### config.mk
export PLATFORM = sky130hd
export DESIGN_NAME = uuencode_base64_line_encoder
export DESIGN_NICKNAME = d
export VERILOG_FILES = /design/src/rtl/uub64_pkg.sv /design/src/rtl/uub64_ram.sv /design/src/rtl/uuencode_base64_line_encoder.sv
export SDC_FILE = /design/constraint.sdc
export NUM_CORES = 1
export LEC_CHECK = 0
export CAP_MARGIN = 25
export CORE_MARGIN = 5
export CORE_UTILIZATION = 64
export DETAILED_ROUTE_END_ITERATION = 8
export DONT_BUFFER_PORTS = 1
export GPL_TIMING_DRIVEN = 0
export PLACE_DENSITY = 0.91
export SYNTH_ARGS = -nofsm -noshare
export SYNTH_HDL_FRONTEND = slang
export SYNTH_SLANG_ARGS = --single-unit
### constraint.sdc
create_clock -name clk -period 4.89 [get_ports clk]
set_input_delay 0 -clock clk [delete_from_list [all_inputs] [get_ports clk]]
set_output_delay 0 -clock clk [all_outputs]
set_load 0.01 [all_outputs]
### src/rtl/uub64_pkg.sv
// Package with item types, codes and character mapping functions for the line encoder.
`timescale 1ns / 1ps

package uub64_pkg;

    // Default number of bytes collected into one encoded line.
    localparam int LINE_BYTES_DEF = 45;
    // Largest number of characters one input item may cause.
    localparam int MAX_RESULTS = 64;

    // Operation codes of an input item.
    localparam logic OP_DATA = 1'b0;
    localparam logic OP_END  = 1'b1;

    // Values of the code_mode register.
    localparam logic MODE_UU  = 1'b0;
    localparam logic MODE_B64 = 1'b1;

    // Characters used by the encodings: the line feed by both, the others by one of them.
    localparam logic [6:0] CHAR_LF    = 7'd10;
    localparam logic [6:0] CHAR_BTICK = 7'h60;
    localparam logic [6:0] CHAR_PAD   = 7'h3d;
    localparam logic [6:0] CHAR_PLUS  = 7'h2b;
    localparam logic [6:0] CHAR_SLASH = 7'h2f;
    localparam logic [6:0] CHAR_SPACE = 7'h20;

    typedef struct packed {
        logic       operation;
        logic [7:0] data_byte;
    } in_item_t;

    typedef struct packed {
        logic [6:0] out_char;
        logic       last;
    } out_item_t;

    // A six-bit value in uuencode text: offset by a space, with zero as backquote.
    function automatic logic [6:0] uu_char(input logic [5:0] v);
        logic [6:0] ch;
        if (v == 6'd0)
        begin
            ch = CHAR_BTICK;
        end
        else
        begin
            ch = CHAR_SPACE + {1'b0, v};
        end
        return ch;
    endfunction

    // A six-bit value in the standard base64 alphabet.
    function automatic logic [6:0] b64_char(input logic [5:0] v);
        logic [6:0] ch;
        if (v < 6'd26)
        begin
            ch = 7'h41 + {1'b0, v};
        end
        else if (v < 6'd52)
        begin
            ch = 7'h61 + {1'b0, v - 6'd26};
        end
        else if (v < 6'd62)
        begin
            ch = 7'h30 + {1'b0, v - 6'd52};
        end
        else if (v == 6'd62)
        begin
            ch = CHAR_PLUS;
        end
        else
        begin
            ch = CHAR_SLASH;
        end
        return ch;
    endfunction

endpackage

### src/rtl/uub64_ram.sv
// Generic single-port-write, single-port-read RAM with registered read data.
`timescale 1ns / 1ps

module uub64_ram #(
    parameter int WIDTH = 8,
    parameter int DEPTH = 45
) (
    input  logic                     clk,
    input  logic                     wr_en,
    input  logic [$clog2(DEPTH)-1:0] wr_addr,
    input  logic [WIDTH-1:0]         wr_data,
    input  logic [$clog2(DEPTH)-1:0] rd_addr,
    output logic [WIDTH-1:0]         rd_data
);

    logic [WIDTH-1:0] mem [DEPTH];
    logic [WIDTH-1:0] rd_data_reg;

    always_ff @(posedge clk)
    begin
        if (wr_en)
        begin
            mem[wr_addr] <= wr_data;
        end
        rd_data_reg <= mem[rd_addr];
    end

    assign rd_data = rd_data_reg;

endmodule

### src/rtl/uuencode_base64_line_encoder.sv
// Top level of the uuencode / base64 line encoder: line store, sequencer and output register.
// A data byte that does not complete a line is stored and gives no character.
// A line is sent as a length character (uuencode), then for each three-byte group its bytes
// are read from the store and four characters are produced, then a line feed follows.
// No new item is taken while a line is being sent; bytes are read through the single store
// read port and characters come from the one character mapping unit. Reset (rst_n, async, low)
// empties the line and selects uuencode; the line store itself is not cleared.
`timescale 1ns / 1ps

module uuencode_base64_line_encoder
    import uub64_pkg::*;
#(
    parameter int LINE_BYTES = LINE_BYTES_DEF
) (
    input  logic      clk,
    input  logic      rst_n,
    input  logic      cfg_wr_en,
    input  logic      cfg_wr_data,
    input  logic      src_valid,
    output logic      src_stall,
    input  in_item_t  src_item,
    output logic      dst_valid,
    input  logic      dst_stall,
    output out_item_t dst_item
);

    // Widths that follow from the line length.
    localparam int CNT_W  = $clog2(LINE_BYTES + 1);
    localparam int ADDR_W = $clog2(LINE_BYTES);
    localparam int BASE_W = CNT_W + 1;
    localparam int RES_W  = $clog2(MAX_RESULTS);
    localparam logic [CNT_W-1:0] LINE_LEN = CNT_W'(LINE_BYTES);
    localparam logic [RES_W-1:0] RES_LAST = RES_W'(MAX_RESULTS - 1);

    // Sequencer states.
    localparam logic [2:0] ST_IDLE = 3'd0;
    localparam logic [2:0] ST_LEN  = 3'd1;
    localparam logic [2:0] ST_READ = 3'd2;
    localparam logic [2:0] ST_EMIT = 3'd3;
    localparam logic [2:0] ST_LF   = 3'd4;
    localparam logic [2:0] ST_TR0  = 3'd5;
    localparam logic [2:0] ST_TR1  = 3'd6;

    logic [2:0]        state_reg,    state_next;
    logic [CNT_W-1:0]  count_reg,    count_next;
    logic [CNT_W-1:0]  len_reg,      len_next;
    logic [BASE_W-1:0] base_reg,     base_next;
    logic [1:0]        sub_reg,      sub_next;
    logic [23:0]       grp_reg,      grp_next;
    logic              is_end_reg,   is_end_next;
    logic [RES_W-1:0]  emit_cnt_reg, emit_cnt_next;
    logic              mode_reg;
    logic              out_valid_reg, out_valid_next;
    out_item_t         out_item_reg,  out_item_next;

    logic              src_take;
    logic              out_free;
    logic              emit_go;
    logic [6:0]        emit_char;
    logic              emit_last;
    logic              emit_stop;
    logic [BASE_W-1:0] cap_idx;
    logic [BASE_W-1:0] rem;
    logic              pad;
    logic [5:0]        six;
    logic [7:0]        rd_data;
    logic [ADDR_W-1:0] rd_addr;

    // The block takes a new item only when the sequencer has finished the previous one.
    // A finished character may still sit in the output register at that point.
    assign src_stall = (state_reg != ST_IDLE);
    assign src_take  = src_valid && !src_stall;

    // The output register can load a new character when it is empty or being drained.
    assign out_free = !out_valid_reg || !dst_stall;

    // The line store: bytes are written as they arrive and read back one per cycle while a group is fetched.
    assign rd_addr = ADDR_W'(base_reg + BASE_W'(sub_reg));

    uub64_ram #(
        .WIDTH (8),
        .DEPTH (LINE_BYTES)
    ) u_line_store (
        .clk     (clk),
        .wr_en   (src_take && (src_item.operation == OP_DATA)),
        .wr_addr (ADDR_W'(count_reg)),
        .wr_data (src_item.data_byte),
        .rd_addr (rd_addr),
        .rd_data (rd_data)
    );

    // Index of the byte whose read data arrives in this cycle, and bytes left in the line.
    assign cap_idx = base_reg + BASE_W'(sub_reg) - BASE_W'(1);
    assign rem     = BASE_W'(len_reg) - base_reg;

    // In base64 the third character of a group is padding when only one byte remains,
    // and the fourth when one or two remain.
    assign pad = ((sub_reg == 2'd2) && (rem == BASE_W'(1))) ||
                 ((sub_reg == 2'd3) && (rem <= BASE_W'(2)));
    assign six = grp_reg[23:18];

    always_comb
    begin
        state_next    = state_reg;
        count_next    = count_reg;
        len_next      = len_reg;
        base_next     = base_reg;
        sub_next      = sub_reg;
        grp_next      = grp_reg;
        is_end_next   = is_end_reg;
        emit_cnt_next = emit_cnt_reg;
        emit_go       = 1'b0;
        emit_char     = CHAR_LF;
        emit_last     = 1'b0;

        unique case (state_reg)
            ST_IDLE:
            begin
                if (src_take)
                begin
                    base_next     = '0;
                    sub_next      = '0;
                    emit_cnt_next = '0;
                    if (src_item.operation == OP_DATA)
                    begin
                        if (count_reg + CNT_W'(1) == LINE_LEN)
                        begin
                            // The line is full: send it and start a new one.
                            count_next  = '0;
                            len_next    = LINE_LEN;
                            is_end_next = 1'b0;
                            state_next  = (mode_reg == MODE_UU) ? ST_LEN : ST_READ;
                        end
                        else
                        begin
                            count_next = count_reg + CNT_W'(1);
                        end
                    end
                    else
                    begin
                        // End of data: flush a partial line, then the uuencode empty line.
                        count_next  = '0;
                        len_next    = count_reg;
                        is_end_next = 1'b1;
                        if (count_reg != '0)
                        begin
                            state_next = (mode_reg == MODE_UU) ? ST_LEN : ST_READ;
                        end
                        else if (mode_reg == MODE_UU)
                        begin
                            state_next = ST_TR0;
                        end
                    end
                end
            end

            ST_LEN:
            begin
                if (out_free)
                begin
                    emit_go    = 1'b1;
                    emit_char  = uu_char(6'(len_reg));
                    state_next = ST_READ;
                end
            end

            ST_READ:
            begin
                // Addresses go out for sub 0 to 2; the store returns the data in the following cycle.
                if (sub_reg != 2'd0)
                begin
                    grp_next = {grp_reg[15:0],
                                (cap_idx < BASE_W'(len_reg)) ? rd_data : 8'd0};
                end
                if (sub_reg == 2'd3)
                begin
                    sub_next   = '0;
                    state_next = ST_EMIT;
                end
                else
                begin
                    sub_next = sub_reg + 2'd1;
                end
            end

            ST_EMIT:
            begin
                if (out_free)
                begin
                    emit_go = 1'b1;
                    if (mode_reg == MODE_UU)
                    begin
                        emit_char = uu_char(six);
                    end
                    else
                    begin
                        emit_char = pad ? CHAR_PAD : b64_char(six);
                    end
                    grp_next = {grp_reg[17:0], 6'd0};
                    sub_next = sub_reg + 2'd1;
                    if (sub_reg == 2'd3)
                    begin
                        base_next  = base_reg + BASE_W'(3);
                        state_next = (base_reg + BASE_W'(3) >= BASE_W'(len_reg)) ?
                                     ST_LF : ST_READ;
                    end
                end
            end

            ST_LF:
            begin
                if (out_free)
                begin
                    emit_go   = 1'b1;
                    emit_char = CHAR_LF;
                    if (is_end_reg && (mode_reg == MODE_UU))
                    begin
                        state_next = ST_TR0;
                    end
                    else
                    begin
                        emit_last  = 1'b1;
                        state_next = ST_IDLE;
                    end
                end
            end

            ST_TR0:
            begin
                if (out_free)
                begin
                    emit_go    = 1'b1;
                    emit_char  = CHAR_BTICK;
                    state_next = ST_TR1;
                end
            end

            ST_TR1:
            begin
                if (out_free)
                begin
                    emit_go    = 1'b1;
                    emit_char  = CHAR_LF;
                    emit_last  = 1'b1;
                    state_next = ST_IDLE;
                end
            end

            default:
            begin
                state_next = ST_IDLE;
            end
        endcase

        // An item never causes more than the result limit; the last kept character
        // closes the item.
        emit_stop = emit_go && (emit_cnt_reg == RES_LAST);
        if (emit_go)
        begin
            emit_cnt_next = emit_cnt_reg + RES_W'(1);
        end
        if (emit_stop)
        begin
            emit_last  = 1'b1;
            state_next = ST_IDLE;
        end
    end

    // Output register: loaded by the sequencer, emptied by a transfer.
    always_comb
    begin
        out_valid_next = out_valid_reg;
        out_item_next  = out_item_reg;
        if (emit_go)
        begin
            out_valid_next         = 1'b1;
            out_item_next.out_char = emit_char;
            out_item_next.last     = emit_last;
        end
        else if (out_valid_reg && !dst_stall)
        begin
            out_valid_next = 1'b0;
        end
    end

    assign dst_valid = out_valid_reg;
    assign dst_item  = out_item_reg;

    always_ff @(posedge clk or negedge rst_n)
    begin
        if (!rst_n)
        begin
            state_reg     <= ST_IDLE;
            count_reg     <= '0;
            mode_reg      <= MODE_UU;
            out_valid_reg <= 1'b0;
            emit_cnt_reg  <= '0;
            is_end_reg    <= 1'b0;
        end
        else
        begin
            state_reg     <= state_next;
            count_reg     <= count_next;
            out_valid_reg <= out_valid_next;
            emit_cnt_reg  <= emit_cnt_next;
            is_end_reg    <= is_end_next;
            if (cfg_wr_en)
            begin
                mode_reg <= cfg_wr_data;
            end
        end
    end

    always_ff @(posedge clk)
    begin
        len_reg      <= len_next;
        base_reg     <= base_next;
        sub_reg      <= sub_next;
        grp_reg      <= grp_next;
        out_item_reg <= out_item_next;
    end

    // The fill count never reaches a whole line while items are being taken.
    a_count_below_line: assert property (@(posedge clk) disable iff (!rst_n)
        (state_reg == ST_IDLE) |-> (count_reg < LINE_LEN))
        else $error("line fill count reached a whole line while idle");

    // A line that is being sent holds at least one byte and no more than a line.
    a_len_in_range: assert property (@(posedge clk) disable iff (!rst_n)
        (state_reg == ST_LEN || state_reg == ST_READ || state_reg == ST_EMIT) |->
        (len_reg != '0 && len_reg <= LINE_LEN))
        else $error("line length out of range during encoding");

    // Characters of a group are only produced for groups that start inside the line.
    a_group_inside_line: assert property (@(posedge clk) disable iff (!rst_n)
        (state_reg == ST_EMIT) |-> (base_reg < BASE_W'(len_reg)))
        else $error("group start beyond the held bytes");

    // A character waiting in the output register is never overwritten.
    a_no_overwrite: assert property (@(posedge clk) disable iff (!rst_n)
        (out_valid_reg && dst_stall) |=> (out_valid_reg && $stable(out_item_reg)))
        else $error("stalled character was replaced");

endmodule

-- Yosys cells after proc, flatten, opt, wreduce, memory -nomap -nowiden
Memories as Yosys holds them, arrays and structs flattened. A register that Yosys moved wholly into a read port is not among the register bits.
Cells that the tools add are included.
- ROM bits: 0
- latch bits: 0
- memories: 1
- input bits: 15
- bits in writable memories: 360
- output and inout port bits: 10
- word-level logic and storage cells: 153
- register bits: 65
- muxes and demuxes: 59
- shift-type cells: 0
- reductions and logical operators: 33
- bitwise operators: 2
- order comparisons: 6
- multipliers: 0
- equal/unequal tests: 26
- div/mod/pow operators: 0
- add/subtract/negate cells: 14
- memories (name ; words ; bits a word ; read ports ; clocked after Yosys merged registers in ; wr ports ; line ; text):
    u_line_store.mem ; 45 ; 8 ; 1 ; 1 ; 1 ; uub64_ram.sv:16 ; logic [WIDTH-1:0] mem [DEPTH];
- operators with widths (operator ; number):
    7-bit two-way mux ; 13
    24-bit two-way mux ; 2
    3-bit two-way mux ; 16
    24-bit one-hot mux with 2 select lines ; 1
    6-bit two-way mux ; 7
    3-bit != test (second input constant) ; 8
    6-bit by 6-bit adder with 7-bit output (first input constant) ; 3
    3-bit one-hot mux with 7 select lines ; 1
    7-bit one-hot mux with 3 select lines ; 1
    6-bit == test (second input constant) ; 3
    7-bit by 6-bit adder with 7-bit output (first input constant) ; 2
    7-bit one-hot mux with 2 select lines ; 1
    2-bit nonzero test ; 7
    6-bit by 1-bit adder with 6-bit output (second input constant) ; 2
    6-bit zero test ; 2
    6-bit less-than comparator (second input constant) ; 2
    1-bit two-way mux ; 10
    10-bit AND reduction ; 1
    3-bit == test (second input constant) ; 3
    3-bit AND reduction ; 3
    2-bit two-way mux ; 4
    8-bit two-way mux ; 1
    2-bit != test (second input constant) ; 4
    7-bit by 2-bit adder with 7-bit output ; 1
    other kinds (28) ; 42

-- Logic depth before layout (Yosys ltp)
- depth after elaboration: 9
- gate-level depth with buffers: 15
- depth with buffers taken out: 13

-- Modules after synthesis
From an unflattened synthesis, not the netlist that was laid out.
- cells, all modules: 1280
- area total of the unflattened synthesis: 19144.6 sq um
- by module, submodules not included (module ; area each (sq um) ; instances ; sequential area each (sq um) ; cells an instance):
    uub64_ram ; 14510.2 ; 1 ; 10970.5 ; 757
    uuencode_base64_line_encoder ; 4634.4 ; 1 ; 1861.8 ; 523

-- Worst setup path after synthesis
No wires, ideal clock.
- path type: reg-to-reg
- from: register base_reg[0]
- to: register grp_reg[6] (data pin)
- setup time: 0.133 ns
- data arrival time: 3.798 ns
- slack: 0.958 ns
- cell stages (with the launch flop): 16
- path buffers: 3
- required time: 4.757 ns
- clock period less this slack: 3.932 ns
- path through: edfxtp_1 -> ha_1 -> inv_1 -> fa_1 -> clkbuf_1 -> buf_2 -> clkbuf_1 -> nor3b_1 -> nand3_1 -> xnor2_1 -> ha_1 -> a211oi_1 -> o21a_1 -> nand2b_1 -> o41ai_2 -> a22o_1
- cells in the longest elaborated chain, start to end: 6
- ends and longest elaborated chain (what ; line ; text):
    start: declaration ; uuencode_base64_line_encoder.sv:47 ; logic [BASE_W-1:0] base_reg, base_next;
    start signal: assignment ; uuencode_base64_line_encoder.sv:317 ; base_reg <= base_next;
    7-bit by 2-bit adder with 7-bit output ; uuencode_base64_line_encoder.sv:93 ; assign cap_idx = base_reg + BASE_W'(sub_reg) - BASE_W'(1);
    7-bit by 1-bit subtractor with 7-bit output ; uuencode_base64_line_encoder.sv:93 ;
    7-bit by 6-bit less-than comparator with 1-bit output ; uuencode_base64_line_encoder.sv:173 ; (cap_idx < BASE_W'(len_reg)) ? rd_data : 8'd0};
    8-bit two-way mux ; uuencode_base64_line_encoder.sv:173 ;
    24-bit two-way mux ; uuencode_base64_line_encoder.sv:170 ; if (sub_reg != 2'd0)
    24-bit one-hot mux with 2 select lines ; uuencode_base64_line_encoder.sv:116 ; unique case (state_reg)
    named net grp_next[6] ; uuencode_base64_line_encoder.sv:49 ; logic [23:0] grp_reg, grp_next;
    end signal: assignment ; uuencode_base64_line_encoder.sv:319 ; grp_reg <= grp_next;
    end: declaration ; uuencode_base64_line_encoder.sv:49 ;
The timed path passes the listed nets, and every way through them passes these cells. The select of a mux whose other input is x is not followed.
A chain may end at the register's enable or synchronous reset.

-- Worst setup path in the final report
- from: register base_reg[0]
- to: register grp_reg[5] (data pin)
- cells in the longest elaborated chain, start to end: 6
- ends and longest elaborated chain (what ; line):
    7-bit by 2-bit adder with 7-bit output ; uuencode_base64_line_encoder.sv:93
    7-bit by 1-bit subtractor with 7-bit output ; uuencode_base64_line_encoder.sv:93
    7-bit by 6-bit less-than comparator with 1-bit output ; uuencode_base64_line_encoder.sv:173
    8-bit two-way mux ; uuencode_base64_line_encoder.sv:173
    24-bit two-way mux ; uuencode_base64_line_encoder.sv:170
    24-bit one-hot mux with 2 select lines ; uuencode_base64_line_encoder.sv:116
No other way between the ends. The select of a mux whose other input is x is not followed.

==> results.ini <==
[drt]
dr.pass1.iters = 6
drt_iter0_markers = 1527
wire_per_inst_um = 27.8
remaining_drc_errors = 0
vias = 10900
final_antenna_net_count = 0
routed_wl_um = 44400
viasPerCell = 6.84

[die]
chipHeight_um = 181
row_count = 62
start_util = 0.650
core_um2 = 28900
dieArea_um2 = 32800
ioPinCount = 25
die_w_um = 181

[placement]
dp_hpwl_um = 26500
port_buffers = 0
place_ws_ns = -0.138
placed_cells = 1497
gp_congestion = 0.916

[layout]
largest_register_ffs = 360
n_antenna_cell = 0
final.fill_count = 1613
drive_gt1_frac = 0.179
syn_to_final_growth_pct = 11.6
stdcell_count = 1597
register_area_um2 = 12800
fin_nets = 1239
multi_input_area_um2 = 5530

[critical_path]
crit_required_ns = 5.29
cpPeakStageDelay_ns = 0.56
cp-start-kind = flip-flop
critPathMaxFanout = 19
r2r-end = grp_reg[5]$_SDFFCE_PP0P_
r2r_cells = 14
crit_path_top_delay_cell = fa_1
critical_path_class = flip-flop to flip-flop
crit_chain = ha_1 -> inv_1 -> fa_1 -> clkbuf_1 -> clkbuf_4 -> nor3b_1 -> nand3_1 -> xnor2_1 -> ha_1 -> a211oi_1 -> o21a_1 -> nand2b_1 -> o41ai_4 -> and2_1
r2r_slack_ns = 0.26
endpoint_kind = flip-flop
cp.arrival_ns = 5.03
cpLargestDelayFamily = adder cells
reg2reg_from = base_reg[0]$_SDFFCE_PN0P_
crit_cells = 14
worst-path-buf-inv = 3
crit_top_cell = ha_1

[timing]
max-slew-margin-rel = 0.394
setup_tns_ns = 0
worst_pin_slew_ns = 0.906
min_period_over_period = 0.947
setup_viol = 0
setup_ws_ns = 0.261
skew_ns = 0.0279
timing.fmax_mhz = 216
rsz0062_at_grt = false
period_needed_ns = 4.63
final_hold_viol_count = 0
slew_violations = 0

[clocking]
cts_tree = yes
numCtsBuffers = 43
post_cts_buffers = 0
htree_levels = 2
clk_pin_slew_ns = 0.06
clk_path_buf_depth = 3
cts_root_buffer = clkbuf_16
numClockSinks = 433
clkLatencyLatePin_ns = 0.55

[logic_synthesis]
synthArstFlopShare = 0.0416
synth_nets = 1169
synth_seq_cells = 433
ys_warn_count = 0
synth_top_flop_cell = edfxtp_1
synth_area_um2 = 18800
yosysSeqAreaShare = 0.684
synth-edff-count = 407
syn_avg_cell_area_um2 = 16.9
synthCells = 1112
yosysUniqueCellTypes = 73

[global_route]
grt-ovfl-total = 0
grt_start_max_net_pins = 46
antenna_found_initial = 0
track_usage = 0.272
grt_pass1_vias = 10700
grt_pass1_wl_um = 67500

[pwr]
p_per_area_nw_per_um2 = 640
ir_drop_uv = 367
p_leak_nw = 7.07

[job]
drv_cap = 0

[outcome]
status = complete, no violations

[min_path]
holdCritPathClass = input port to async pin

cell usage after synthesis, types with 11 or more instances:
library cell  number  area (um2)
o21ai_0           34         170
nand2_1          105         394
xnor2_1           18         158
inv_1             40         150
edfxtp_1         407       12200
buf_2             12        60.1
mux4_2           110        2480
dfrtp_1           18         450
nor3_1            11        55.1
nor2_1            79         297
clkbuf_1          26        97.6
a21oi_1           32         160
and2_1            14        87.6
nand3_1           21         105
ha_1              40         500
area by class of cell:
cell class                 instances  area share
buffer                            48      0.0124
clock buffer                      62      0.0562
clock inverter                    14     0.00693
inverter                          41     0.00735
multi-input combinational        589       0.264
sequential                       433       0.613
tap                              384      0.0229
timing repair buffer              26      0.0169
worst reg2reg max path, stage by stage (launching register included):
cell and delay (ns):
edfxtp_1 0.51, ha_1 0.25, inv_1 0.06, fa_1 0.56
clkbuf_1 0.44, clkbuf_4 0.47, nor3b_1 0.42, nand3_1 0.22
xnor2_1 0.24, ha_1 0.28, a211oi_1 0.21, o21a_1 0.19
nand2b_1 0.10, o41ai_4 0.36, and2_1 0.20
routing by layer:
| metal | part of all wire | track usage | wire [um] | vias to the layer above |
|---|---|---|---|---|
| li1 | - | - | - | 4507 |
| met1 | 0.37 | 0.373 | 16600 | 5535 |
| met2 | 0.50 | 0.452 | 22200 | 749 |
| met3 | 0.091 | 0.0483 | 4050 | 129 |
| met4 | 0.035 | 0.0919 | 1570 | 0 |
| met5 | 0 | 0 | 0 | - |
power breakdown:
group	total (mW)	switching [mW]	internal, mW
registers	4.65	0.203	4.45
logic	5.59	3.16	2.43
clock network	3.16	1.38	1.78
metrics by stage:
| step | power [mW] | area (um2) | hold slack, ns | util |
|---|---|---|---|---|
| floorplan | 8.49 | 18800 | -0.296 | - |
| global placement | 9.65 | 19200 | -0.295 | 0.667 |
| detailed placement | 9.88 | 19200 | -0.295 | 0.667 |
| CTS | 13.3 | 20900 | 0.0335 | 0.723 |
| global route | 13.9 | 20900 | 0.102 | 0.726 |
| finish | 13.4 | 20900 | 0.0223 | 0.726 |
layout by cell type (no fill, tap or decap), drive strengths merged, types with 6 or more instances in the layout:
master / synthesis / layout
nor2: 79 / 79
dfrtp: 18 / 18
xor2: 9 / 9
a211oi: 9 / 9
nand2: 105 / 105
mux4: 112 / 112
o21ai: 37 / 37
buf: 20 / 30
xnor2: 19 / 19
edfxtp: 407 / 407
nand3: 21 / 21
dlygate4sd3: 0 / 15
nor3: 11 / 11
dfxtp: 8 / 8
a21oi: 33 / 33
mux2i: 10 / 10
and2: 14 / 14
inv: 41 / 41
clkinv: 0 / 11
ha: 40 / 40
nand2b: 6 / 6
clkbuf: 29 / 91
cells by family after synthesis:
group                      share of synthesized area
and+or+nand+nor                               0.0633
DFF                                            0.684
buffers and inverters                         0.0221
AOI/OAI and AO/OA                             0.0472
muxes                                          0.141
xor gates and xnor gates                      0.0135
adders and majority gates                     0.0288
worst max path at each step:
stage | slack, ns | end | start
finish | 0.26 | grp_reg[5]$_SDFFCE_PP0P_ | base_reg[0]$_SDFFCE_PN0P_
global route | 0.07 | grp_reg[5]$_SDFFCE_PP0P_ | base_reg[0]$_SDFFCE_PN0P_
CTS | 0.13 | grp_reg[5]$_SDFFCE_PP0P_ | base_reg[0]$_SDFFCE_PN0P_
detailed placement | -0.14 | grp_reg[7]$_DFFE_PP_ | base_reg[0]$_SDFFCE_PN0P_
global placement | 0.03 | grp_reg[7]$_DFFE_PP_ | base_reg[0]$_SDFFCE_PN0P_
floorplan | 0.96 | grp_reg[6]$_DFFE_PP_ | base_reg[0]$_SDFFCE_PN0P_
timing repair:
action                     4_1_cts  5_1_grt
setup endpoints to repair        8        8
hold buffers                    23        0
hold endpoints to repair       399        0
resized for setup                0        3
(Power assumes the default switching activity.)
